**src/rtl/tick_task_dispatcher_top_defines.svh**
```systemverilog
// ----------------------------------------------------------------------------
// Tick task dispatcher assertion macros
// Concurrent assertion wrappers, compiled out when NO_ASSERTIONS is set.
// ----------------------------------------------------------------------------
`ifndef TICK_TASK_DISPATCHER_TOP_DEFINES_SVH
`define TICK_TASK_DISPATCHER_TOP_DEFINES_SVH

`ifndef NO_ASSERTIONS
`define TTD_ASSERT(lbl, prop, msg) \
  lbl: assert property (@(posedge clk) disable iff (!rst_n) prop) else $error(msg);
`define TTD_ASSERT_ALWAYS(lbl, prop, msg) \
  lbl: assert property (@(posedge clk) prop) else $error(msg);
`else
`define TTD_ASSERT(lbl, prop, msg)
`define TTD_ASSERT_ALWAYS(lbl, prop, msg)
`endif

`endif

```
**src/rtl/ttd_pkg.sv**
```systemverilog
// ----------------------------------------------------------------------------
// Tick task dispatcher package
// Item types, opcodes, controller states and the cell control bundle.
// ----------------------------------------------------------------------------
package ttd_pkg;

  localparam logic [1:0] OP_TICK   = 2'd0;
  localparam logic [1:0] OP_LOAD   = 2'd1;
  localparam logic [1:0] OP_START  = 2'd2;
  localparam logic [1:0] OP_REPORT = 2'd3;

  localparam logic KIND_DISPATCH = 1'b0;
  localparam logic KIND_PASS_END = 1'b1;

  localparam logic [4:0] SPARE_WRAP = 5'd31;
  localparam logic [4:0] SPARE_HALF = 5'd16;

  typedef struct packed {
    logic [1:0]  opcode;
    logic [3:0]  entry_index;
    logic [15:0] run_period;
    logic [15:0] budget_micros;
    logic [15:0] pass_budget;
    logic [31:0] used_micros;
  } in_item_t;

  typedef struct packed {
    logic        result_kind;
    logic [3:0]  task_index;
    logic [31:0] spare_time_sum;
    logic [4:0]  spare_pass_count;
  } out_item_t;

  typedef enum logic [1:0] {
    ST_IDLE,
    ST_SCAN,
    ST_DONE
  } state_t;

  typedef struct packed {
    logic        start;
    logic        shift;
    logic        stamp;
    logic [15:0] tick_count;
    logic [15:0] remaining;
    logic [15:0] interval;
    logic [15:0] budget;
  } cell_ctl_t;

endpackage

```
**src/rtl/tick_task_dispatcher_top.sv**
```systemverilog
// Tick and load items are handled while idle. Start and resumed scans walk
// the token along the cell row one entry at a time and stop at the first due
// entry, or give a pass-end result when no entry is due; no new item is
// taken until the scan ends. A report that ends the pass emits from ST_DONE.
// Reset (rst_n low, synchronous) clears all task entries, counters and
// the spare accumulator; the block is ready the cycle after reset.
// ----------------------------------------------------------------------------
// Tick task dispatcher top level
// Scan controller, spare accounting and a row of task cells.
// ----------------------------------------------------------------------------
`include "tick_task_dispatcher_top_defines.svh"

module tick_task_dispatcher_top #(
  parameter int MAX_TASKS = 16
) (
  input  logic               clk,
  input  logic               rst_n,
  input  logic               in_valid,
  output logic               in_stall,
  input  ttd_pkg::in_item_t  in_data,
  output logic               out_valid,
  input  logic               out_stall,
  output ttd_pkg::out_item_t out_data,
  input  logic               cfg_valid,
  output logic               cfg_ready,
  input  logic [4:0]         cfg_data
);

  localparam int PW = $clog2(MAX_TASKS + 1);
  localparam int CW = (PW > 5) ? PW : 5;

  ttd_pkg::state_t    state_r, state_nxt;
  logic [CW-1:0]      pos_r, pos_nxt;
  logic [15:0]        rem_r, rem_nxt;
  logic [15:0]        tick_r, tick_nxt;
  logic [4:0]         act_r;
  logic               pass_r, pass_nxt;
  logic [31:0]        sum_r, sum_nxt;
  logic [4:0]         cnt_r, cnt_nxt;
  logic               out_valid_r, out_valid_nxt;
  ttd_pkg::out_item_t out_data_r, out_data_nxt;

  ttd_pkg::cell_ctl_t ctl;
  logic               load;
  logic [MAX_TASKS-1:0] tok;
  logic [MAX_TASKS-1:0] hit;
  logic [MAX_TASKS-1:0] load_en;

  logic          in_acc;
  logic          out_free;
  logic          any_hit;
  logic [CW-1:0] n_ext;
  logic          scan_end;
  logic [32:0]   sum_add;
  logic [31:0]   sum_pre;
  logic          finish;
  logic          emit;
  logic          emit_kind;

  assign in_stall  = (state_r != ttd_pkg::ST_IDLE);
  assign in_acc    = in_valid && !in_stall;
  assign out_free  = !out_valid_r || !out_stall;
  assign cfg_ready = 1'b1;
  assign out_valid = out_valid_r;
  assign out_data  = out_data_r;
  assign any_hit   = |hit;
  assign n_ext     = (CW'(act_r) > CW'(MAX_TASKS)) ? CW'(MAX_TASKS) : CW'(act_r);
  assign scan_end  = (pos_r >= n_ext);
  assign sum_add   = {1'b0, sum_r} + {17'd0, rem_r};

  genvar gi;
  generate
    for (gi = 0; gi < MAX_TASKS; gi++) begin : g_cell
      assign load_en[gi] = load && ({28'd0, in_data.entry_index} == 32'(gi));
      if (gi == 0) begin : g_head
        ttd_cell #(.FIRST(1'b1)) u_cell (
          .clk(clk), .rst_n(rst_n), .ctl(ctl), .load_en(load_en[gi]),
          .tok_in(1'b0), .tok_out(tok[gi]), .hit(hit[gi])
        );
      end else begin : g_body
        ttd_cell #(.FIRST(1'b0)) u_cell (
          .clk(clk), .rst_n(rst_n), .ctl(ctl), .load_en(load_en[gi]),
          .tok_in(tok[gi-1]), .tok_out(tok[gi]), .hit(hit[gi])
        );
      end
    end
  endgenerate

  always_comb begin
    state_nxt = state_r;
    unique case (state_r)
      ttd_pkg::ST_IDLE: begin
        if (in_acc && in_data.opcode == ttd_pkg::OP_START) begin
          state_nxt = ttd_pkg::ST_SCAN;
        end else if (in_acc && in_data.opcode == ttd_pkg::OP_REPORT && pass_r) begin
          if (in_data.used_micros >= {16'd0, rem_r}) begin
            state_nxt = ttd_pkg::ST_DONE;
          end else begin
            state_nxt = ttd_pkg::ST_SCAN;
          end
        end
      end
      ttd_pkg::ST_SCAN: begin
        if ((scan_end || any_hit) && out_free) begin
          state_nxt = ttd_pkg::ST_IDLE;
        end
      end
      ttd_pkg::ST_DONE: begin
        if (out_free) begin
          state_nxt = ttd_pkg::ST_IDLE;
        end
      end
      default: state_nxt = ttd_pkg::ST_IDLE;
    endcase
  end

  always_comb begin
    ctl            = '0;
    ctl.tick_count = tick_r;
    ctl.remaining  = rem_r;
    ctl.interval   = in_data.run_period;
    ctl.budget     = in_data.budget_micros;
    load           = 1'b0;
    pos_nxt        = pos_r;
    rem_nxt        = rem_r;
    tick_nxt       = tick_r;
    pass_nxt       = pass_r;
    sum_pre        = sum_r;
    finish         = 1'b0;
    emit           = 1'b0;
    emit_kind      = ttd_pkg::KIND_PASS_END;
    unique case (state_r)
      ttd_pkg::ST_IDLE: begin
        if (in_acc) begin
          case (in_data.opcode)
            ttd_pkg::OP_TICK: tick_nxt = tick_r + 16'd1;
            ttd_pkg::OP_LOAD: load = 1'b1;
            ttd_pkg::OP_START: begin
              rem_nxt   = in_data.pass_budget;
              pos_nxt   = '0;
              pass_nxt  = 1'b0;
              ctl.start = 1'b1;
            end
            default: begin
              if (pass_r) begin
                ctl.stamp = 1'b1;
                if (in_data.used_micros >= {16'd0, rem_r}) begin
                  pass_nxt = 1'b0;
                end else begin
                  rem_nxt   = rem_r - in_data.used_micros[15:0];
                  pos_nxt   = pos_r + CW'(1);
                  ctl.shift = 1'b1;
                end
              end
            end
          endcase
        end
      end
      ttd_pkg::ST_SCAN: begin
        if (scan_end) begin
          if (out_free) begin
            sum_pre  = sum_add[32] ? 32'hFFFF_FFFF : sum_add[31:0];
            pass_nxt = 1'b0;
            finish   = 1'b1;
            emit     = 1'b1;
          end
        end else if (any_hit) begin
          if (out_free) begin
            pass_nxt  = 1'b1;
            emit      = 1'b1;
            emit_kind = ttd_pkg::KIND_DISPATCH;
          end
        end else begin
          ctl.shift = 1'b1;
          pos_nxt   = pos_r + CW'(1);
        end
      end
      ttd_pkg::ST_DONE: begin
        if (out_free) begin
          finish = 1'b1;
          emit   = 1'b1;
        end
      end
      default: ;
    endcase
  end

  always_comb begin
    sum_nxt = sum_pre;
    cnt_nxt = cnt_r;
    if (finish) begin
      if (cnt_r == ttd_pkg::SPARE_WRAP) begin
        cnt_nxt = ttd_pkg::SPARE_HALF;
        sum_nxt = sum_pre >> 1;
      end else begin
        cnt_nxt = cnt_r + 5'd1;
      end
    end
    out_data_nxt = out_data_r;
    if (emit) begin
      out_data_nxt.result_kind      = emit_kind;
      out_data_nxt.task_index       = (emit_kind == ttd_pkg::KIND_DISPATCH) ? 4'(pos_r) : 4'd0;
      out_data_nxt.spare_time_sum   = sum_nxt;
      out_data_nxt.spare_pass_count = cnt_nxt;
    end
    out_valid_nxt = emit || (out_valid_r && out_stall);
  end

  always_ff @(posedge clk) begin
    if (!rst_n) begin
      state_r     <= ttd_pkg::ST_IDLE;
      pos_r       <= '0;
      rem_r       <= '0;
      tick_r      <= '0;
      act_r       <= '0;
      pass_r      <= 1'b0;
      sum_r       <= '0;
      cnt_r       <= '0;
      out_valid_r <= 1'b0;
    end else begin
      state_r     <= state_nxt;
      pos_r       <= pos_nxt;
      rem_r       <= rem_nxt;
      tick_r      <= tick_nxt;
      pass_r      <= pass_nxt;
      sum_r       <= sum_nxt;
      cnt_r       <= cnt_nxt;
      out_valid_r <= out_valid_nxt;
      if (cfg_valid && cfg_ready) begin
        act_r <= cfg_data;
      end
    end
  end

  always_ff @(posedge clk) begin
    out_data_r <= out_data_nxt;
  end

  `TTD_ASSERT(a_tok_onehot0, $onehot0(tok), "more than one scan token in the cell row")
  `TTD_ASSERT(a_tok_scan, (state_r == ttd_pkg::ST_SCAN && !scan_end) |-> $onehot(tok), "scan token lost during scan")
  `TTD_ASSERT(a_tok_pass, (state_r == ttd_pkg::ST_IDLE && pass_r) |-> $onehot(tok), "dispatched task has no token")
  `TTD_ASSERT_ALWAYS(a_rst_idle, !rst_n |=> (state_r == ttd_pkg::ST_IDLE && !out_valid_r), "not idle after reset")

endmodule

```
**src/rtl/ttd_cell.sv**
```systemverilog
// ----------------------------------------------------------------------------
// Tick task dispatcher cell
// Holds one task entry and a scan token passed to the next cell.
// ----------------------------------------------------------------------------
module ttd_cell #(
  parameter bit FIRST = 1'b0
) (
  input  logic              clk,
  input  logic              rst_n,
  input  ttd_pkg::cell_ctl_t ctl,
  input  logic              load_en,
  input  logic              tok_in,
  output logic              tok_out,
  output logic              hit
);

  logic [15:0] interval_r, interval_nxt;
  logic [15:0] budget_r, budget_nxt;
  logic [15:0] last_r, last_nxt;
  logic        tok_r, tok_nxt;
  logic [15:0] elapsed;

  assign elapsed = ctl.tick_count - last_r;
  assign hit     = tok_r && (elapsed >= interval_r) && (budget_r <= ctl.remaining);
  assign tok_out = tok_r;

  always_comb begin
    interval_nxt = load_en ? ctl.interval : interval_r;
    budget_nxt   = load_en ? ctl.budget : budget_r;
    last_nxt     = (ctl.stamp && tok_r) ? ctl.tick_count : last_r;
    if (ctl.start) begin
      tok_nxt = FIRST;
    end else if (ctl.shift) begin
      tok_nxt = tok_in;
    end else begin
      tok_nxt = tok_r;
    end
  end

  always_ff @(posedge clk) begin
    if (!rst_n) begin
      interval_r <= '0;
      budget_r   <= '0;
      last_r     <= '0;
      tok_r      <= 1'b0;
    end else begin
      interval_r <= interval_nxt;
      budget_r   <= budget_nxt;
      last_r     <= last_nxt;
      tok_r      <= tok_nxt;
    end
  end

endmodule
```
**config.mk**
```make
export PLATFORM = sky130hd
export DESIGN_NAME = tick_task_dispatcher_top
export DESIGN_NICKNAME = d
export VERILOG_FILES = /design/src/rtl/ttd_pkg.sv /design/src/rtl/tick_task_dispatcher_top.sv /design/src/rtl/ttd_cell.sv
export VERILOG_INCLUDE_DIRS = /design/src /design/src/rtl
export SDC_FILE = /design/constraint.sdc
export NUM_CORES = 2
export LEC_CHECK = 0
export BUFFER_PORTS_ARGS = -buffer_cell sky130_fd_sc_hd__buf_2
export CORE_ASPECT_RATIO = 0.7
export CORE_MARGIN = 2
export CORE_UTILIZATION = 40
export DETAILED_ROUTE_END_ITERATION = 10
export PLACE_DENSITY = 0.57
export REMOVE_ABC_BUFFERS = 1
export SLEW_MARGIN = 5
export SYNTH_ARGS = -nofsm -noshare
export SYNTH_HDL_FRONTEND = slang
export SYNTH_SLANG_ARGS = --single-unit
```
**constraint.sdc**
```tcl
create_clock -name clk -period 11.4 [get_ports clk]
set_input_delay 1.14 -clock clk [delete_from_list [all_inputs] [get_ports clk]]
set_output_delay 1.14 -clock clk [all_outputs]
set_load 0.02 [all_outputs]
```
### Yosys cells after proc, flatten, opt, wreduce, memory -nomap -nowiden

Cells that the tools add are included.

| word-level totals | value |
|---|---|
| flip-flop bits (word level) | 909 |
| input port bits | 96 |
| output and inout bits | 45 |
| word-level logic and storage cells | 319 |

| cells by class | value |
|---|---|
| $add $sub $neg | 21 |
| $lt $le $gt $ge | 35 |
| equality and inequality tests | 34 |
| muxes and demuxes | 58 |
| bitwise logic cells | 2 |
| reductions and logical operators | 92 |

Operators with widths:

| operator | number |
|---|---|
| $sub 16x16->16 | 17 |
| $ge 16x16->1 | 16 |
| $le 16x16->1 | 16 |
| $mux 32 | 6 |
| $logic_and 1x1->1 | 70 |
| $mux 5 | 8 |
| $add 32x16->33 | 1 |
| $eq 4x4->1 const B | 8 |
| $ge 32x16->1 | 1 |
| $mux 16 | 2 |
| $pmux 16 s2 | 1 |
| $mux 1 | 25 |
| $pmux 5 s2 | 2 |
| $ne 3x3->1 const B | 6 |
| $add 16x1->16 const B | 1 |
| $eq 4x3->1 const B | 4 |
| $reduce_or 16->1 | 1 |
| $mux 2 | 7 |
| $ne 2x2->1 const B | 7 |
| $add 5x1->5 const B | 2 |
| $pmux 1 s2 | 5 |
| $eq 4x2->1 const B | 2 |
| $reduce_bool 2->1 | 4 |
| $reduce_and 7->1 | 1 |
| 18 further kinds | 29 |

### Logic depth before layout (Yosys ltp)

| depth | value |
|---|---|
| word-level depth | 10 |
| mapped depth | 27 |

### Modules after synthesis

From an unflattened synthesis, not the netlist that was laid out.

| second synthesis, totals | value |
|---|---|
| cells, all modules | 7426 |
| area total of the unflattened synthesis | 62657.6 um2 |

By module, submodules not included:

| module | times used | cells each | area an instance (um2) |
|---|---|---|---|
| ttd_cell (g_cell[10].g_body.u_cell ...) | 15 | 406 | 3410.8 |
| tick_task_dispatcher_top | 1 | 931 | 8089.0 |
| ttd_cell (g_cell[0].g_head.u_cell) | 1 | 405 | 3407.0 |

### Worst setup path before layout

No wires, ideal clock.

| timing path | value |
|---|---|
| kind | register to register |
| start | register tick_r[1] |
| end | register out_data_r, in the netlist out_data[0] (enable) |
| library setup time | 0.455 ns |
| arrival time | 7.311 ns |
| data required time | 10.945 ns |
| path slack | 3.633 ns |
| cell stages (with the launch flop) | 24 |
| buffers on the path | 2 |
| cell sequence | dfxtp_1 > clkbuf_1 > clkbuf_1 > inv_1 > fa_1 > nor2b_1 > o21ai_0 > a21boi_0 > o21ai_0 > a21boi_0 > o21ai_0 > a21oi_1 > o41a_1 > mux2_2 > o2111ai_1 > ha_1 > nand4_1 > o32ai_1 > a2111oi_0 > nor4b_1 > nor4_2 > nand4_2 > o31ai_4 > a21oi_1 |

| between the ends | value |
|---|---|
| word-level cells in the longest chain between the ends | 8 |
| elaborated cells on any way between the ends | 68 |
| those cells by class | 16 x add/sub; 16 x order compare; 3 x mux; 33 x reduce/logical |

Ends and longest elaborated chain:

| item | line | source |
|---|---|---|
| start: declaration | tick_task_dispatcher_top.sv:35 | `logic [15:0] tick_r, tick_nxt;` |
| start signal: assignment | tick_task_dispatcher_top.sv:224 | `tick_r <= tick_nxt;` |
| $sub 16x16->16 | ttd_cell.sv:23 | `assign elapsed = ctl.tick_count - last_r;` |
| $ge 16x16->1 | ttd_cell.sv:24 | `assign hit = tok_r && (elapsed >= interval_r) && (budget_r <= ctl.remaining);` |
| $logic_and 1x1->1 (2 in series) | ttd_cell.sv:24 |  |
| $reduce_or 16->1 * | tick_task_dispatcher_top.sv:66 | `assign any_hit = \|hit;` |
| $mux 1 * | tick_task_dispatcher_top.sv:167 | `end else if (any_hit) begin` |
| $mux 1 * | tick_task_dispatcher_top.sv:160 | `if (scan_end) begin` |
| $pmux 1 s2 * | tick_task_dispatcher_top.sv:132 | `unique case (state_r)` |
| via emit | tick_task_dispatcher_top.sv:57 | `logic emit;` |
| end signal: assignment | tick_task_dispatcher_top.sv:236 | `out_data_r <= out_data_nxt;` |
| end: declaration | tick_task_dispatcher_top.sv:41 | `ttd_pkg::out_item_t out_data_r, out_data_nxt;` |

The timed path passes the listed nets; every way through them passes the cells marked *.
A chain may end at the register's enable or synchronous reset.

### Final worst setup path

| timing path | value |
|---|---|
| start | register tick_r[0] |
| end | register out_data_r, in the netlist out_data[7] (enable) |

Same word-level chain as after synthesis.

==> metrics <==
hold_buf cts=0; Crit-path slowest cell=dfxtp_1; maximum vdd drop=between 0.0001 and 0.00015 V; Total GRT Usage=24.37%; Syn Area/Cell=approximately 7.6 um2; Fin. Hold Viols=0; antenna violations before repair=13; Critical Path RT=around 12000 ps; overall power=around 7000 uW; FP Rows=116; pin count of the biggest net entering global routing=216; Routed Antenna Nets=0; status=completed; Initial Util=between 40% and 50%; Seq/Total Area, Yosys=around a third; worst slew pin tran=1243 ps; Die Y=321.5 um; PD cells=113.0 mW/mm2; Vias=between 50000 and 60000; # DRC=0; CTS clock-pin slew for the worst setup and hold paths=70 ps; Synth Flop Type=dfxtp_1; Max Transition Viols Final=0; Min Hold Slack=452.1 ps; Final WS setup=3414 ps; routability cong.=0.8885; cells after synthesis=about 7600; vias in the first global route=46850; max incr delay on CP=970 ps; Fmax achieved=around 0.13 GHz; Final Cycle Share=70.05%; Setup-failing EPs final=0; Min-Delay Path Class=register to register; clk_lat worst skew=720 ps; first-pass GRT wire length=279600 um; Leakage=0.02419 uW; Fin Clk Skew=32.44 ps; most frequent cells in the layout=nand2_1 (1821), a21oi_1 (1047), dfxtp_1 (852); NumNets Final=8465; grt total ovfl=0; Die W=457.6 um; R2R setup slack=3410 ps; leading cell type in the layout, fill and taps excluded=nand2_1; share of cells above drive strength 1=roughly 6%; Setup TNS=0 ps; core area=0.1430 mm2; max-cap viol count=0; Crit Path Max Fanout=42; share of flip-flops with an asynchronous set or reset=0%; Yosys warning count=0; CTS tree=built; CTS H-tree lvls=3; Worst setup EP type=register; Inserted Clock Buffers=92; vias per inst=5.377; Starting DRT DRC Count=4783; dpl ws=approximately 3400 ps; crit path kind=register to register; type of origin of the critical path=register; 1st-pass router iterations=5; synth-to-layout area growth=9.655%; post-layout min period=roughly 8000 ps; DP Wirelength=125400 um; most used cell, CP=o21ai_0; number of synthesized flops with an enable pin=between 40 and 50; Seq cells post-synth=909; relative slew slack=17.10%; CTS sink count=909; RSZ-0062 raised after global routing=no; post-synth cell types=83; maximum root-to-sink buffer count=3; sequence of cells on the critical path=inv_1 > buf_4 > ha_1 > fa_1 > nor2b_1 > o21ai_0 > a21boi_0 > o21ai_0 > a21boi_0 > o21ai_0 > a21oi_1 > o41a_1 > mux2_2 > o2111ai_1 > ha_1 > a21oi_1 > o32ai_1 > a2111oi_0 > nor4b_1 > nor4_2 > nand4_2 > o31ai_4 > a21oi_4 > buf_4; I/O Buffers=139; io pins=141; Root Driver=clkbuf_16; drt total wl=between 150000 and 200000 um; Mapped Area=just under 0.06 mm2; DIE AREA=between 0.1 and 0.15 mm2; Setup Fix Bufs, Post-CTS=0; post_cts resized=0; wire length per cell=roughly 19 um; CP Data Arrival Time=8370 ps
worst max-delay path: cells and delay by family, from the launching register on:
family / cells / cell delay, ps
and+or+nand+nor: 4 / 1050
AOI/OAI and AO/OA: 13 / 3210
buffers and inverters: 3 / 1080
DFF: 1 / 970
adders and majority gates: 3 / 960
muxes: 1 / 340
area by class of cell:
type	count	area, um2
sequential	909	18640
fill	14300	79780
inverter	680	2560
multi-input combinational	5641	35150
clock inverter	33	337.8
timing repair buffer	217	1294
antenna	4	10.01
clock buffer	138	2830
tap	1888	2362
through the flow:
step                      util (%)  cells  instance area (um2)
final                        44.19   9510                63180
after global routing         44.19   9509                63180
after CTS                    44.19   9506                63170
after detailed placement     41.97   9335                60000
after global placement       41.97   9335                60000
after floorplan                  -   7230                56200
sequential cells by signal, indices dropped and copies added, names as in the netlist:
name	cells
pass_r	1
rem_r	16
state_r	2
g_cell.g_body.u_cell.tok_out	15
g_cell.g_body.u_cell.interval_r	240
g_cell.g_head.u_cell.interval_r	16
out_data	42
out_valid	1
g_cell.g_head.u_cell.last_r	16
g_cell.g_body.u_cell.last_r	240
sum_r	32
pos_r	5
g_cell.g_head.u_cell.budget_r	16
act_r	5
g_cell.g_body.u_cell.budget_r	240
tick_r	16
cnt_r	5
g_cell.g_head.u_cell.tok_out	1
cells in the mapped netlist, drive strengths merged, types with 11 or more instances:
cell | count | area [um2]
o211ai | 27 | 202.7
a311oi | 16 | 146.4
dfxtp | 867 | 17360
nor3 | 69 | 350.3
nor3b | 15 | 112.6
nand2b | 31 | 193.9
and2 | 56 | 350.3
fa | 18 | 360.4
nor2b | 101 | 631.9
a211o | 13 | 113.9
nor4 | 25 | 162.6
o21a | 16 | 120.1
a21o | 72 | 541.8
xor2 | 26 | 227.7
and3 | 34 | 217.7
nor2 | 370 | 1389
nand2 | 1823 | 6843
edfxtp | 42 | 1261
o2111ai | 23 | 201.4
a2111oi | 16 | 140.1
o21bai | 20 | 150.1
clkbuf | 353 | 1325
o41ai | 27 | 236.5
a31oi | 35 | 219.0
xnor2 | 181 | 1585
mux2i | 30 | 300.3
inv | 680 | 2552
o22ai | 14 | 87.58
a211oi | 44 | 330.3
or4 | 11 | 82.58
ha | 810 | 10130
a21oi | 1048 | 5245
o21ai | 215 | 1076
nand3b | 32 | 240.2
nand3 | 117 | 585.6
a21boi | 51 | 382.9
o31ai | 15 | 126.4
mux2 | 12 | 135.1
buf | 21 | 93.84
a41o | 18 | 180.2
nand4 | 92 | 581.8
per-layer routing:
metal	global-route usage, %	share of wire (%)	vias up
li1	-	-	25620
met1	36.54	49	23860
met2	35.65	40	1417
met3	4.520	8.1	239
met4	5.592	2.4	2
met5	0	0.0098	-
power breakdown:
part           leakage (uW)  switching [uW]  internal (uW)
clock network       0.00157            1410           1830
logic                0.0153             462            197
registers           0.00733            16.3           3220
worst paths after layout:
path / from / endpoint / depth (start not counted)
setup / recovery: tick_r[0] / out_data[7] / 24
hold / removal: g_cell[13].g_body.u_cell.interval_r[15] / g_cell[13].g_body.u_cell.interval_r[15] / 2
setup reg to reg: tick_r[0] / out_data[7] / 24
hold reg to reg: g_cell[13].g_body.u_cell.interval_r[15] / g_cell[13].g_body.u_cell.interval_r[15] / 2
kinds of logic after synthesis:
group           count (synthesis)  synth area share [%]
compound gates               1750                 17.80
xor+xnor                      207                 3.147
fa+ha+maj                     828                 18.21
buf+inv                      1054                 6.893
flops                         909                 32.31
mux                            42                0.7557
other cells                     1              0.006508
simple gates                 2813                 20.87
(Power assumes the default switching activity.)
